### config.mk
export PLATFORM = sky130hd
export DESIGN_NAME = rfid_ascii_frame_parser_fifo_top
export DESIGN_NICKNAME = d
export VERILOG_FILES = /design/src/design/rfp_pkg.sv /design/src/design/rfp_ram.sv /design/src/design/rfp_parser.sv /design/src/design/rfp_cmd_queue.sv /design/src/design/rfp_id_fifo.sv /design/src/design/rfid_ascii_frame_parser_fifo_top.sv
export SDC_FILE = /design/constraint.sdc
export NUM_CORES = 1
export LEC_CHECK = 0
export BUFFER_PORTS_ARGS = -buffer_cell sky130_fd_sc_hd__clkbuf_2
export CAP_MARGIN = 10
export CORE_UTILIZATION = 60
export DETAILED_ROUTE_END_ITERATION = 8
export GPL_ROUTABILITY_DRIVEN = 1
export HOLD_SLACK_MARGIN = 0.06
export MAX_ROUTING_LAYER = met4
export PLACE_DENSITY = 0.77
export SYNTH_ARGS = -nofsm -noshare
export SYNTH_HDL_FRONTEND = slang
export SYNTH_SLANG_ARGS = --single-unit
### constraint.sdc
create_clock -name clk -period 4.28 [get_ports clk]
set_input_delay 0.428 -clock clk [delete_from_list [all_inputs] [get_ports clk]]
set_output_delay 0.428 -clock clk [all_outputs]
set_load 0.05 [all_outputs]
### src/design/rfp_pkg.sv
package rfp_pkg;

    // ID queue geometry
    localparam int FIFO_DEPTH = 16;
    localparam int PTR_W      = $clog2(FIFO_DEPTH);
    localparam int CNT_W      = $clog2(FIFO_DEPTH + 1);

    localparam logic [PTR_W-1:0] PTR_LAST  = PTR_W'(FIFO_DEPTH - 1);
    localparam logic [CNT_W-1:0] CNT_FULL  = CNT_W'(FIFO_DEPTH);

    // Frame bytes and limits
    localparam logic [7:0] BYTE_STX     = 8'h02;
    localparam logic [7:0] BYTE_ETX     = 8'h03;
    localparam logic [7:0] ASCII_ZERO   = 8'h30;
    localparam logic [7:0] ASCII_NINE   = 8'h39;
    localparam logic [3:0] FRAME_DIGITS = 4'd8;
    localparam logic [3:0] SKIP_DIGITS  = 4'd3;

    // Input modes
    localparam logic MODE_BYTE = 1'b0;
    localparam logic MODE_READ = 1'b1;

    typedef enum logic [1:0] {
        CMD_NONE = 2'b00,
        CMD_PUSH = 2'b01,
        CMD_POP  = 2'b10
    } cmd_op_t;

    typedef struct packed {
        logic       mode;
        logic [7:0] rx_byte;
    } in_t;

    typedef struct packed {
        logic [15:0] id_value;
        logic        id_valid;
        logic        fifo_empty;
        logic        overflow;
    } out_t;

    typedef struct packed {
        cmd_op_t     op;
        logic [15:0] value;
    } cmd_t;

    typedef struct packed {
        logic id_valid;
        logic fifo_empty;
        logic overflow;
    } flags_t;

endpackage

### src/design/rfp_ram.sv
module rfp_ram #(
    parameter int WIDTH = 16,
    parameter int DEPTH = 16
) (
    input  logic                     clk,
    input  logic                     wr_en,
    input  logic [$clog2(DEPTH)-1:0] wr_addr,
    input  logic [WIDTH-1:0]         wr_data,
    input  logic                     rd_en,
    input  logic [$clog2(DEPTH)-1:0] rd_addr,
    output logic [WIDTH-1:0]         rd_data
);

    logic [WIDTH-1:0] mem [DEPTH];

    // one write port, one registered read port
    always_ff @(posedge clk)
    begin
        if (wr_en)
        begin
            mem[wr_addr] <= wr_data;
        end
        if (rd_en)
        begin
            rd_data <= mem[rd_addr];
        end
    end

endmodule

### src/design/rfp_parser.sv
module rfp_parser (
    input  logic          clk,
    input  logic          rst_n,
    input  logic          accept,
    input  rfp_pkg::in_t  item,
    output rfp_pkg::cmd_t cmd
);

    logic        in_frame_reg, in_frame_next;
    logic [3:0]  digit_count_reg, digit_count_next;
    logic [16:0] partial_reg, partial_next;

    logic        is_digit;
    logic [7:0]  digit_off;
    logic [20:0] partial_x10;
    logic [20:0] partial_sum;

    // decimal fold: value * 10 + digit
    assign is_digit    = (item.rx_byte >= rfp_pkg::ASCII_ZERO) &&
                         (item.rx_byte <= rfp_pkg::ASCII_NINE);
    assign digit_off   = item.rx_byte - rfp_pkg::ASCII_ZERO;
    assign partial_x10 = {1'b0, partial_reg, 3'b000} + {3'b000, partial_reg, 1'b0};
    assign partial_sum = partial_x10 + {17'd0, digit_off[3:0]};

    // classify the beat and advance the frame state
    always_comb
    begin
        in_frame_next    = in_frame_reg;
        digit_count_next = digit_count_reg;
        partial_next     = partial_reg;
        cmd.op           = rfp_pkg::CMD_NONE;
        cmd.value        = partial_reg[15:0];
        if (item.mode == rfp_pkg::MODE_READ)
        begin
            cmd.op = rfp_pkg::CMD_POP;
        end
        else if (!in_frame_reg)
        begin
            if (item.rx_byte == rfp_pkg::BYTE_STX)
            begin
                in_frame_next    = 1'b1;
                digit_count_next = 4'd0;
                partial_next     = 17'd0;
            end
        end
        else if (item.rx_byte == rfp_pkg::BYTE_ETX)
        begin
            in_frame_next = 1'b0;
            // complete frame with an ID that fits 16 bits
            if (digit_count_reg == rfp_pkg::FRAME_DIGITS && !partial_reg[16])
            begin
                cmd.op = rfp_pkg::CMD_PUSH;
            end
        end
        else if (is_digit && digit_count_reg < rfp_pkg::FRAME_DIGITS)
        begin
            digit_count_next = digit_count_reg + 4'd1;
            if (digit_count_reg >= rfp_pkg::SKIP_DIGITS)
            begin
                partial_next = partial_sum[16:0];
            end
        end
    end

    always_ff @(posedge clk or negedge rst_n)
    begin
        if (!rst_n)
        begin
            in_frame_reg    <= 1'b0;
            digit_count_reg <= 4'd0;
            partial_reg     <= 17'd0;
        end
        else if (accept)
        begin
            in_frame_reg    <= in_frame_next;
            digit_count_reg <= digit_count_next;
            partial_reg     <= partial_next;
        end
    end

endmodule

### src/design/rfp_cmd_queue.sv
module rfp_cmd_queue (
    input  logic          clk,
    input  logic          rst_n,
    input  logic          wr_en,
    input  rfp_pkg::cmd_t wr_cmd,
    output logic          full,
    input  logic          rd_en,
    output logic          rd_valid,
    output rfp_pkg::cmd_t rd_cmd
);

    rfp_pkg::cmd_t slot_reg [2];
    logic          wr_idx_reg;
    logic          rd_idx_reg;
    logic [1:0]    cnt_reg, cnt_next;

    assign full     = (cnt_reg == 2'd2);
    assign rd_valid = (cnt_reg != 2'd0);
    assign rd_cmd   = slot_reg[rd_idx_reg];

    assign cnt_next = cnt_reg + {1'b0, wr_en} - {1'b0, rd_en};

    // two-slot ring between parser and executor
    always_ff @(posedge clk or negedge rst_n)
    begin
        if (!rst_n)
        begin
            wr_idx_reg <= 1'b0;
            rd_idx_reg <= 1'b0;
            cnt_reg    <= 2'd0;
        end
        else
        begin
            if (wr_en)
            begin
                wr_idx_reg <= ~wr_idx_reg;
            end
            if (rd_en)
            begin
                rd_idx_reg <= ~rd_idx_reg;
            end
            cnt_reg <= cnt_next;
        end
    end

    always_ff @(posedge clk)
    begin
        if (wr_en)
        begin
            slot_reg[wr_idx_reg] <= wr_cmd;
        end
    end

endmodule

### src/design/rfp_id_fifo.sv
module rfp_id_fifo (
    input  logic          clk,
    input  logic          rst_n,
    input  logic          cmd_valid,
    input  rfp_pkg::cmd_t cmd,
    output logic          cmd_take,
    output logic          empty,
    input  logic          pop,
    output rfp_pkg::out_t result
);

    logic [rfp_pkg::PTR_W-1:0] wptr_reg, rptr_reg;
    logic [rfp_pkg::CNT_W-1:0] count_reg, count_next;

    logic            r_valid_reg;
    rfp_pkg::flags_t r_flags_reg;
    logic [15:0]     rd_data;

    rfp_pkg::out_t oq_reg [2];
    logic          oq_wr_idx_reg, oq_rd_idx_reg;
    logic [1:0]    oq_cnt_reg;
    logic          oq_full, oq_push, oq_pop;
    rfp_pkg::out_t oq_in;

    logic fifo_full, has_data, exec, do_push, do_pop, push_drop, r_adv;

    // execute one command per cycle while the result stage has room
    assign oq_full   = (oq_cnt_reg == 2'd2);
    assign r_adv     = r_valid_reg && !oq_full;
    assign exec      = cmd_valid && (!r_valid_reg || !oq_full);
    assign cmd_take  = exec;
    assign fifo_full = (count_reg == rfp_pkg::CNT_FULL);
    assign has_data  = (count_reg != '0);
    assign do_push   = exec && (cmd.op == rfp_pkg::CMD_PUSH) && !fifo_full;
    assign push_drop = exec && (cmd.op == rfp_pkg::CMD_PUSH) && fifo_full;
    assign do_pop    = exec && (cmd.op == rfp_pkg::CMD_POP) && has_data;

    assign count_next = count_reg + {{(rfp_pkg::CNT_W-1){1'b0}}, do_push}
                                  - {{(rfp_pkg::CNT_W-1){1'b0}}, do_pop};

    rfp_ram #(
        .WIDTH (16),
        .DEPTH (rfp_pkg::FIFO_DEPTH)
    ) u_store (
        .clk     (clk),
        .wr_en   (do_push),
        .wr_addr (wptr_reg),
        .wr_data (cmd.value),
        .rd_en   (do_pop),
        .rd_addr (rptr_reg),
        .rd_data (rd_data)
    );

    // pointers and occupancy
    always_ff @(posedge clk or negedge rst_n)
    begin
        if (!rst_n)
        begin
            wptr_reg  <= '0;
            rptr_reg  <= '0;
            count_reg <= '0;
        end
        else
        begin
            if (do_push)
            begin
                wptr_reg <= (wptr_reg == rfp_pkg::PTR_LAST) ? '0 : wptr_reg + 1'b1;
            end
            if (do_pop)
            begin
                rptr_reg <= (rptr_reg == rfp_pkg::PTR_LAST) ? '0 : rptr_reg + 1'b1;
            end
            count_reg <= count_next;
        end
    end

    // result stage, aligned with the RAM read data
    always_ff @(posedge clk or negedge rst_n)
    begin
        if (!rst_n)
        begin
            r_valid_reg <= 1'b0;
        end
        else if (exec)
        begin
            r_valid_reg <= 1'b1;
        end
        else if (r_adv)
        begin
            r_valid_reg <= 1'b0;
        end
    end

    always_ff @(posedge clk)
    begin
        if (exec)
        begin
            r_flags_reg.id_valid   <= do_pop;
            r_flags_reg.fifo_empty <= (count_next == '0);
            r_flags_reg.overflow   <= push_drop;
        end
    end

    // output queue toward the receiver
    assign oq_push             = r_adv;
    assign oq_pop              = pop && (oq_cnt_reg != 2'd0);
    assign oq_in.id_value      = r_flags_reg.id_valid ? rd_data : 16'd0;
    assign oq_in.id_valid      = r_flags_reg.id_valid;
    assign oq_in.fifo_empty    = r_flags_reg.fifo_empty;
    assign oq_in.overflow      = r_flags_reg.overflow;
    assign empty               = (oq_cnt_reg == 2'd0);
    assign result              = oq_reg[oq_rd_idx_reg];

    always_ff @(posedge clk or negedge rst_n)
    begin
        if (!rst_n)
        begin
            oq_wr_idx_reg <= 1'b0;
            oq_rd_idx_reg <= 1'b0;
            oq_cnt_reg    <= 2'd0;
        end
        else
        begin
            if (oq_push)
            begin
                oq_wr_idx_reg <= ~oq_wr_idx_reg;
            end
            if (oq_pop)
            begin
                oq_rd_idx_reg <= ~oq_rd_idx_reg;
            end
            oq_cnt_reg <= oq_cnt_reg + {1'b0, oq_push} - {1'b0, oq_pop};
        end
    end

    always_ff @(posedge clk)
    begin
        if (oq_push)
        begin
            oq_reg[oq_wr_idx_reg] <= oq_in;
        end
    end

    // checks
    a_count_bound: assert property (@(posedge clk) disable iff (!rst_n)
        count_reg <= rfp_pkg::CNT_FULL)
        else $error("ID queue occupancy above depth");

    a_empty_ptrs: assert property (@(posedge clk) disable iff (!rst_n)
        (count_reg == '0) |-> (wptr_reg == rptr_reg))
        else $error("empty ID queue with unequal pointers");

    a_pop_result: assert property (@(posedge clk) disable iff (!rst_n)
        do_pop |=> (r_valid_reg && r_flags_reg.id_valid))
        else $error("pop did not reach the result stage");

    a_drop_flag: assert property (@(posedge clk) disable iff (!rst_n)
        push_drop |=> (r_flags_reg.overflow && $stable(wptr_reg)))
        else $error("dropped push not flagged or pointer moved");

    a_oq_bound: assert property (@(posedge clk) disable iff (!rst_n)
        oq_cnt_reg <= 2'd2)
        else $error("output queue overfilled");

endmodule

### src/design/rfid_ascii_frame_parser_fifo_top.sv
// Reader frame parser with a tag ID queue.
// Input side: a queue write port. A beat is taken at a clock edge with push
// high and full low. item.mode 0 carries a received reader byte in
// item.rx_byte; mode 1 is a request to read one ID.
// Output side: a queue read port. While empty is low, result holds the
// oldest answer; pop high at an edge takes it. Every input beat yields
// exactly one result beat (id_value, id_valid, fifo_empty, overflow).
// Path: an input beat passes a command slot, then the ID store read and
// result register, then an output slot, before its result is visible.
// Throughput: one beat per cycle while full stays low, set by the parser,
// which classifies a beat as it is taken, and the ID store that serves one push or pop a cycle.
// Stall: when pop stays low, up to five answers buffer inside (two
// command slots, the result register, two output slots); then full rises
// and holds off the sender until the receiver drains.
// Reset: rst_n low clears the frame state, the ID queue pointers and all
// buffers; the queue starts empty and no frame is open.
module rfid_ascii_frame_parser_fifo_top (
    input  logic          clk,
    input  logic          rst_n,
    input  logic          push,
    output logic          full,
    input  rfp_pkg::in_t  item,
    output logic          empty,
    input  logic          pop,
    output rfp_pkg::out_t result
);

    logic          accept;
    rfp_pkg::cmd_t front_cmd;
    rfp_pkg::cmd_t back_cmd;
    logic          back_valid;
    logic          back_take;

    assign accept = push && !full;

    // front: frame parsing and classification
    rfp_parser u_parser (
        .clk    (clk),
        .rst_n  (rst_n),
        .accept (accept),
        .item   (item),
        .cmd    (front_cmd)
    );

    // decoupling queue
    rfp_cmd_queue u_cmdq (
        .clk      (clk),
        .rst_n    (rst_n),
        .wr_en    (accept),
        .wr_cmd   (front_cmd),
        .full     (full),
        .rd_en    (back_take),
        .rd_valid (back_valid),
        .rd_cmd   (back_cmd)
    );

    // back: ID store and result delivery
    rfp_id_fifo u_idq (
        .clk       (clk),
        .rst_n     (rst_n),
        .cmd_valid (back_valid),
        .cmd       (back_cmd),
        .cmd_take  (back_take),
        .empty     (empty),
        .pop       (pop),
        .result    (result)
    );

endmodule
==> Word level (Yosys, flattened, before mapping) <==
Memory sizes are Yosys's and may differ from the RTL's. A register that Yosys moved wholly into a read port is not among the register bits.
Cells that the tools add are included.
{ "op_classes": {"addsub": 12, "order_cmp": 4, "eq_ne": 13, "mux": 27, "bitwise_logic": 5, "n_reduce_logical": 28} }
{ "ops": {"columns": ["operator", "count"], "rows": [
  ["$mux W17", 5],
  ["$mux W4", 6],
  ["$add A17 B17 Y17", 1],
  ["$add A17 B4 Y17", 1],
  ["$eq A8 B2 Y1 const B", 2],
  ["$mux W16", 1],
  ["$add A4 B1 Y4 const B", 3],
  ["$eq A4 B4 Y1 const B", 3],
  ["$logic_and A1 B1 Y1", 12],
  ["$mux W1", 12],
  ["$ge A8 B6 Y1 const B", 1],
  ["$le A8 B6 Y1 const B", 1],
  ["$reduce_bool A2 Y1", 4],
  ["$eq A2 B2 Y1 const B", 3],
  ["$mux W2", 3],
  ["$ne A2 B2 Y1 const B", 3],
  ["$reduce_and A6 Y1", 1],
  ["$add A5 B1 Y5", 1],
  ["$eq A5 B5 Y1 const B", 1],
  ["$logic_not A1 Y1", 5],
  ["$logic_not A5 Y1", 1],
  ["$not A1 Y1", 5],
  ["$reduce_and A5 Y1", 1],
  ["$reduce_bool A5 Y1", 1],
  ["10 further kinds", 12]
]} }
{ "totals": {"regBits": 47, "ramBits": 330, "inputBits": 13, "n_memories": 3} }
{ "memory_table": {"columns": ["name", "depth", "width", "read_ports", "rd_clocked_by_memory_dff", "wr", "line_no", "source"], "rows": [
  ["u_idq.u_store.mem", 16, 16, 1, 1, 1, "rfp_ram.sv:14", "logic [WIDTH-1:0] mem [DEPTH];"],
  ["u_idq.oq_reg", 2, 19, 1, 0, 1, "rfp_id_fifo.sv:19", "rfp_pkg::out_t oq_reg [2];"],
  ["u_cmdq.slot_reg", 2, 18, 1, 0, 1, "rfp_cmd_queue.sv:12", "rfp_pkg::cmd_t slot_reg [2];"]
]} }

==> Logic depth before layout (Yosys ltp) <==
{ "logic_depth": {"word_depth": 9, "ltp_mapped": 15, "mapped_depth_nobuf": 15} }

==> Modules after synthesis <==
A second synthesis with hierarchy kept.
{ "unflattened": {"hier_cells": 865, "hier_area_um2": 16343.2} }
{ "by_module_without_submodules": {"columns": ["mod", "instances", "cells_each", "area_per_inst_um2"], "rows": [
  ["rfp_ram", 1, 432, 10203.5],
  ["rfp_id_fifo", 1, 167, 2576.2],
  ["rfp_parser", 1, 194, 2001.9],
  ["rfp_cmd_queue", 1, 71, 1547.7],
  ["rfid_ascii_frame_parser_fifo_top", 1, 1, 13.8]
]} }

==> Worst setup path after synthesis <==
No wires, ideal clock.
{ "synth_timing": {"kind": "register to register", "startpoint": "register u_idq.oq_cnt_reg[1]", "endpoint": "register u_idq.r_flags_reg, in the netlist u_idq.oq_in[1], data pin", "setup_time_ps": 176, "t_arrival_ps": 3488, "slack_ps": 616, "path_stages_with_launch": 15, "cell_sequence": "dfrtp_1 -> nand3b_1 -> nor2b_1 -> nor3b_2 -> ha_1 -> inv_1 -> ha_1 -> inv_1 -> fa_1 -> inv_1 -> a21oi_1 -> nor2_1 -> nor2_1 -> xnor2_1 -> nor4_1"} }
{ "synth_rtl": {"columns": ["item", "line_no", "source"], "rows": [
  ["start, declared", "rfp_id_fifo.sv:21", "logic [1:0] oq_cnt_reg;"],
  ["start signal, assigned", "rfp_id_fifo.sv:132", "oq_cnt_reg <= oq_cnt_reg + {1'b0, oq_push} - {1'b0, oq_pop};"],
  ["$eq A2 B2 Y1", "rfp_id_fifo.sv:28", "assign oq_full = (oq_cnt_reg == 2'd2);"],
  ["$logic_not A1 Y1", "rfp_id_fifo.sv:30", "assign exec = cmd_valid && (!r_valid_reg || !oq_full);"],
  ["$logic_or A1 B1 Y1", "rfp_id_fifo.sv:30", null],
  ["$logic_and A1 B1 Y1", "rfp_id_fifo.sv:30", null],
  ["via back_take", "rfid_ascii_frame_parser_fifo_top.sv:32", "logic back_take;"],
  ["$logic_and A1 B1 Y1 (2 in series)", "rfp_id_fifo.sv:36", "assign do_pop = exec && (cmd.op == rfp_pkg::CMD_POP) && has_data;"],
  ["via u_idq.do_pop", "rfp_id_fifo.sv:25", "logic fifo_full, has_data, exec, do_push, do_pop, push_drop, r_adv;"],
  ["$sub A5 B1 Y5", "rfp_id_fifo.sv:39", "- {{(rfp_pkg::CNT_W-1){1'b0}}, do_pop};"],
  ["via u_idq.count_next, one bit", "rfp_id_fifo.sv:13", "logic [rfp_pkg::CNT_W-1:0] count_reg, count_next;"],
  ["$logic_not A5 Y1", "rfp_id_fifo.sv:99", "r_flags_reg.fifo_empty <= (count_next == '0);"],
  ["end, declared", "rfp_id_fifo.sv:16", "rfp_pkg::flags_t r_flags_reg;"]
]} }
The timed path passes the listed nets, and every way through them passes these cells.
A chain may end at the register's enable or synchronous reset.

==> Worst setup path in the final report <==
{ "layout_timing": {"startpoint": "register u_cmdq.rd_idx_reg", "endpoint": "register u_idq.r_flags_reg, in the netlist u_idq.oq_in[1], data pin"} }
{ "layout_between": {"elab_chain_cells": 7} }
{ "layout_lines": {"columns": ["item", "line_no", "source"], "rows": [
  ["start, declared", "rfp_cmd_queue.sv:14", "logic rd_idx_reg;"],
  ["start signal, assigned", "rfp_cmd_queue.sv:40", "rd_idx_reg <= ~rd_idx_reg;"],
  ["$mem_v2 Z2 W18 (*)", null, null],
  ["$eq A2 B1 Y1", "rfp_id_fifo.sv:34", "assign do_push = exec && (cmd.op == rfp_pkg::CMD_PUSH) && !fifo_full;"],
  ["$logic_and A1 B1 Y1 (2 in series)", "rfp_id_fifo.sv:34", null],
  ["$add A5 B1 Y5", "rfp_id_fifo.sv:38", "assign count_next = count_reg + {{(rfp_pkg::CNT_W-1){1'b0}}, do_push}"],
  ["$sub A5 B1 Y5 (*)", "rfp_id_fifo.sv:39", null],
  ["via u_idq.count_next, one bit", "rfp_id_fifo.sv:13", null],
  ["$logic_not A5 Y1 (*)", "rfp_id_fifo.sv:99", null]
]} }
Mark *: on every way through the listed nets, which the timed path passes. The rest lies on a longest branch.

==> reports/results.tsv <==
metric	value	unit
hold path start	item[8]	
layout cells sized above 1	22.01	%
clock skew	27.56	ps
Placer Congestion	0.8541	
Skew-Pair Late Insertion Delay	530	ps
Worst Path Required	4610	ps
clk root buf	clkbuf_16	
Worst VDD drop	0.3485	mV
drt first-iter violations	872	
vias	8632	
Final Hold Fails	0	
Max-slew headroom	30.04	%
clock network power share	25.5	%
Routed Antenna Nets	0	
wire length per cell	23.19	um
Leak	6.717	nW
n_diodes	0	
post-place instance area	17120	um2
main combinational cell family by area after synthesis	multiplexers	
fin crit share	76.48	%
PwrDens	700.2	nW/um2
Overflow after GRT	0	
max-slew violation count	0	
TritonCTS Buffers	39	
xor/xnor share of the synthesized area	1.498	%
Max Freq	305.5	MHz
# resized after CTS	0	
final setup fails	0	
MaxCap Viol Count	0	
Post-Place Cells	1346	
Max stage delay cell, worst path	dfrtp_1	
die footprint	27960	um2
Multi-input gate area	4523	um2
post-synthesis compound-gate area fraction	5.922	%
Finished Layout Cells	1418	
status	finished clean	
max incr delay on CP	880	ps
Reg area	11580	um2
Reg clk slew, reported paths	60	ps
Sequential Power Share	44.2	%
yosys warns	0	
Die W	167.2	um
NetSw	0.004324	W
path type of the worst min-delay path	in -> reg	
Async S/R FF share, synth	11.20	%
Post-synth top flop	edfxtp_1	
fin crit period	3273	ps
number of flip-flops in the largest register	256	
Final Cell Area	18390	um2
Cells after Synth	982	
Worst Setup SP	u_cmdq.rd_idx_reg$_DFFE_PN0P_	
post-synthesis mux area share	11.01	%
Int Power	0.008550	W
Setup CP Type	reg -> reg	
I/O pin count	34	
Worst EP arrival	3610	ps
final wirelength	32890	um
fin util	68.41	%
First-pass DRT Iterations	5	
R2R Path Start	u_cmdq.rd_idx_reg$_DFFE_PN0P_	
CP startpoint kind	flip-flop	
Initial Utilization	60.93	%
antenna violations before repair	0	
Overall Power	0.01287	W
area grow syn2layout	12.29	%
first-pass GRT wire length	50590	um
placeable core area	26880	um2
register area share after synthesis	70.73	%
count of input and output buffers	33	
Mapped Area	16370	um2
DIE HEIGHT	167.2	um
RSZ-0062 raised after global routing	no	
post-DR vias/cell	6.087	
worst slew pin tran	1049	ps
GRT Total Usage	25.20	%
switching portion of total power	33.59	%
H-Tree Level Count	2	
Simple-Gate Fraction of Synth Area	5.181	%
DRC	0	
Post-Syn Nets	1043	
# fillers	1729	
dpl hpwl	20780	um
Gate power share	30.3	%
synthesized-area fraction occupied by adder cells	3.805	%
critical path endpoint category	flip-flop	
largest net degree at the start of global routing	46	
Post-synth EDFFs	349	
number of global-route vias before repair	8723	
Post-Syn Area per Cell	16.67	um2
Final #Nets	1108	
Netlist cell types	61	
worst path cell trace	nand2_1 > o32ai_1 > and3_1 > ha_1 > inv_1 > fa_1 > inv_1 > a21oi_1 > nor2_1 > nor2_1 > xnor2_1 > nor4_1	
worst-path fanout max	21	
CTS tree	yes	
buffers from clock root to sink, at most	3	
post-synthesis sequential element count	393	
CTS sink cnt	393	
FP Rows	60	
setup TNS	0	ps
-- power groups by stage --
stage	Combinational, W	Clock, W	Sequential, W
2_1_floorplan	0.00301	0	0.00545
3_3_place_gp	0.00378	0	0.00574
3_5_place_dp	0.00386	0	0.00577
4_1_cts	0.00393	0.00333	0.00570
5_1_grt	0.00420	0.00348	0.00576
6_report	0.00389	0.00328	0.00569
-- kinds of logic after synthesis --
kind of cell / count (synthesis)
flops: 393
simple gates: 163
compound gates: 144
mux: 134
buf+inv: 72
fa+ha+maj: 48
xor+xnor: 28
-- Yosys cell counts, drive strengths merged (2+ instances only) --
cell	count	area, um2
xnor2	19	166.4
a21oi	31	155.2
a31oi	3	18.77
buf	18	97.59
a221oi	18	170.2
nor3	8	40.04
a21o	6	45.04
nor2b	5	31.28
mux2i	53	530.5
dfrtp	44	1101
nand2b	4	32.53
xor2	9	78.83
inv	31	116.4
nand3b	6	48.80
edfxtp	349	10480
fa	3	60.06
nor3b	2	20.02
o31ai	2	15.01
nor4b	3	47.54
nand4	4	25.02
clkbuf	23	90.09
and3	6	37.54
mux4	32	720.7
nor2	31	116.4
nand3	10	50.05
and2	17	106.4
a22o	5	48.80
a22oi	16	120.1
ha	45	563.0
o21ai	54	307.8
nor4	2	12.51
mux2	49	551.8
nand2	59	224.0
-- critical path: cells and delay by family, from the launching register on --
family / cells / cell delay (ps)
AO/OA/AOI/OAI: 2 / 240
AND/OR/NAND/NOR: 5 / 1030
flip-flops: 1 / 880
XOR/XNOR: 1 / 130
adder cells (fa/ha/maj): 2 / 650
buffers and inverters: 2 / 140
-- cell usage in the layout (no fill, tap or decap), types with 32 or more instances in the layout --
| master | instances |
|---|---|
| mux2_2 | 49 |
| ha_1 | 45 |
| clkbuf_2 | 33 |
| mux4_2 | 32 |
| dfrtp_1 | 43 |
| nand2_1 | 58 |
| clkbuf_16 | 40 |
| o21ai_0 | 44 |
| edfxtp_1 | 349 |
| mux2i_1 | 53 |
-- final cells by class --
type / count / area share [%]
inverter: 31 / 0.6329
multi-input combinational: 517 / 24.60
clock buffer: 48 / 5.771
tap: 341 / 2.321
clock inverter: 23 / 1.041
sequential: 393 / 63.01
timing repair buffer: 65 / 2.627
-- stage by stage --
stage	setup slack [ps]	hold slack, ps
2_1_floorplan	615.6	132.4
3_3_place_gp	1167	442.3
3_5_place_dp	1120	442.2
4_1_cts	1063	138.0
5_1_grt	763.1	144.3
6_report	1007	152.1
-- final timing paths --
path	endpoint	slack (ps)	cells past startpoint
min in group asynchronous	u_parser.partial_reg[1]$_DFFE_PN0P_	540	3
worst min-delay path	u_cmdq.slot_reg[1][17]$_DFFE_PP_	150	1
worst min register to register	u_idq.oq_reg[0][0]$_DFFE_PP_	450	0
max in group asynchronous	u_idq.rptr_reg[0]$_DFFE_PN0P_	3280	3
worst max-delay path	u_idq.oq_in[1]$_DFFE_PP_	1010	12
worst max register to register	u_idq.oq_in[1]$_DFFE_PP_	1010	12
-- per-layer routing --
metal / part of all wire [%] / GRT usage (%) / vias to the layer above
met4: 2.4 / 8.377 / 0
met5: 0 / - / -
li1: - / - / 3941
met3: 5.6 / 2.954 / 50
met2: 50 / 41.70 / 289
met1: 42 / 32.90 / 4352
-- what timing repair did --
action	in CTS	in global routing
buffers inserted	0	0
hold buffers	1	0
endpoints found under the hold margin	44	0
Note: power is estimated with default switching activity, not from simulation.
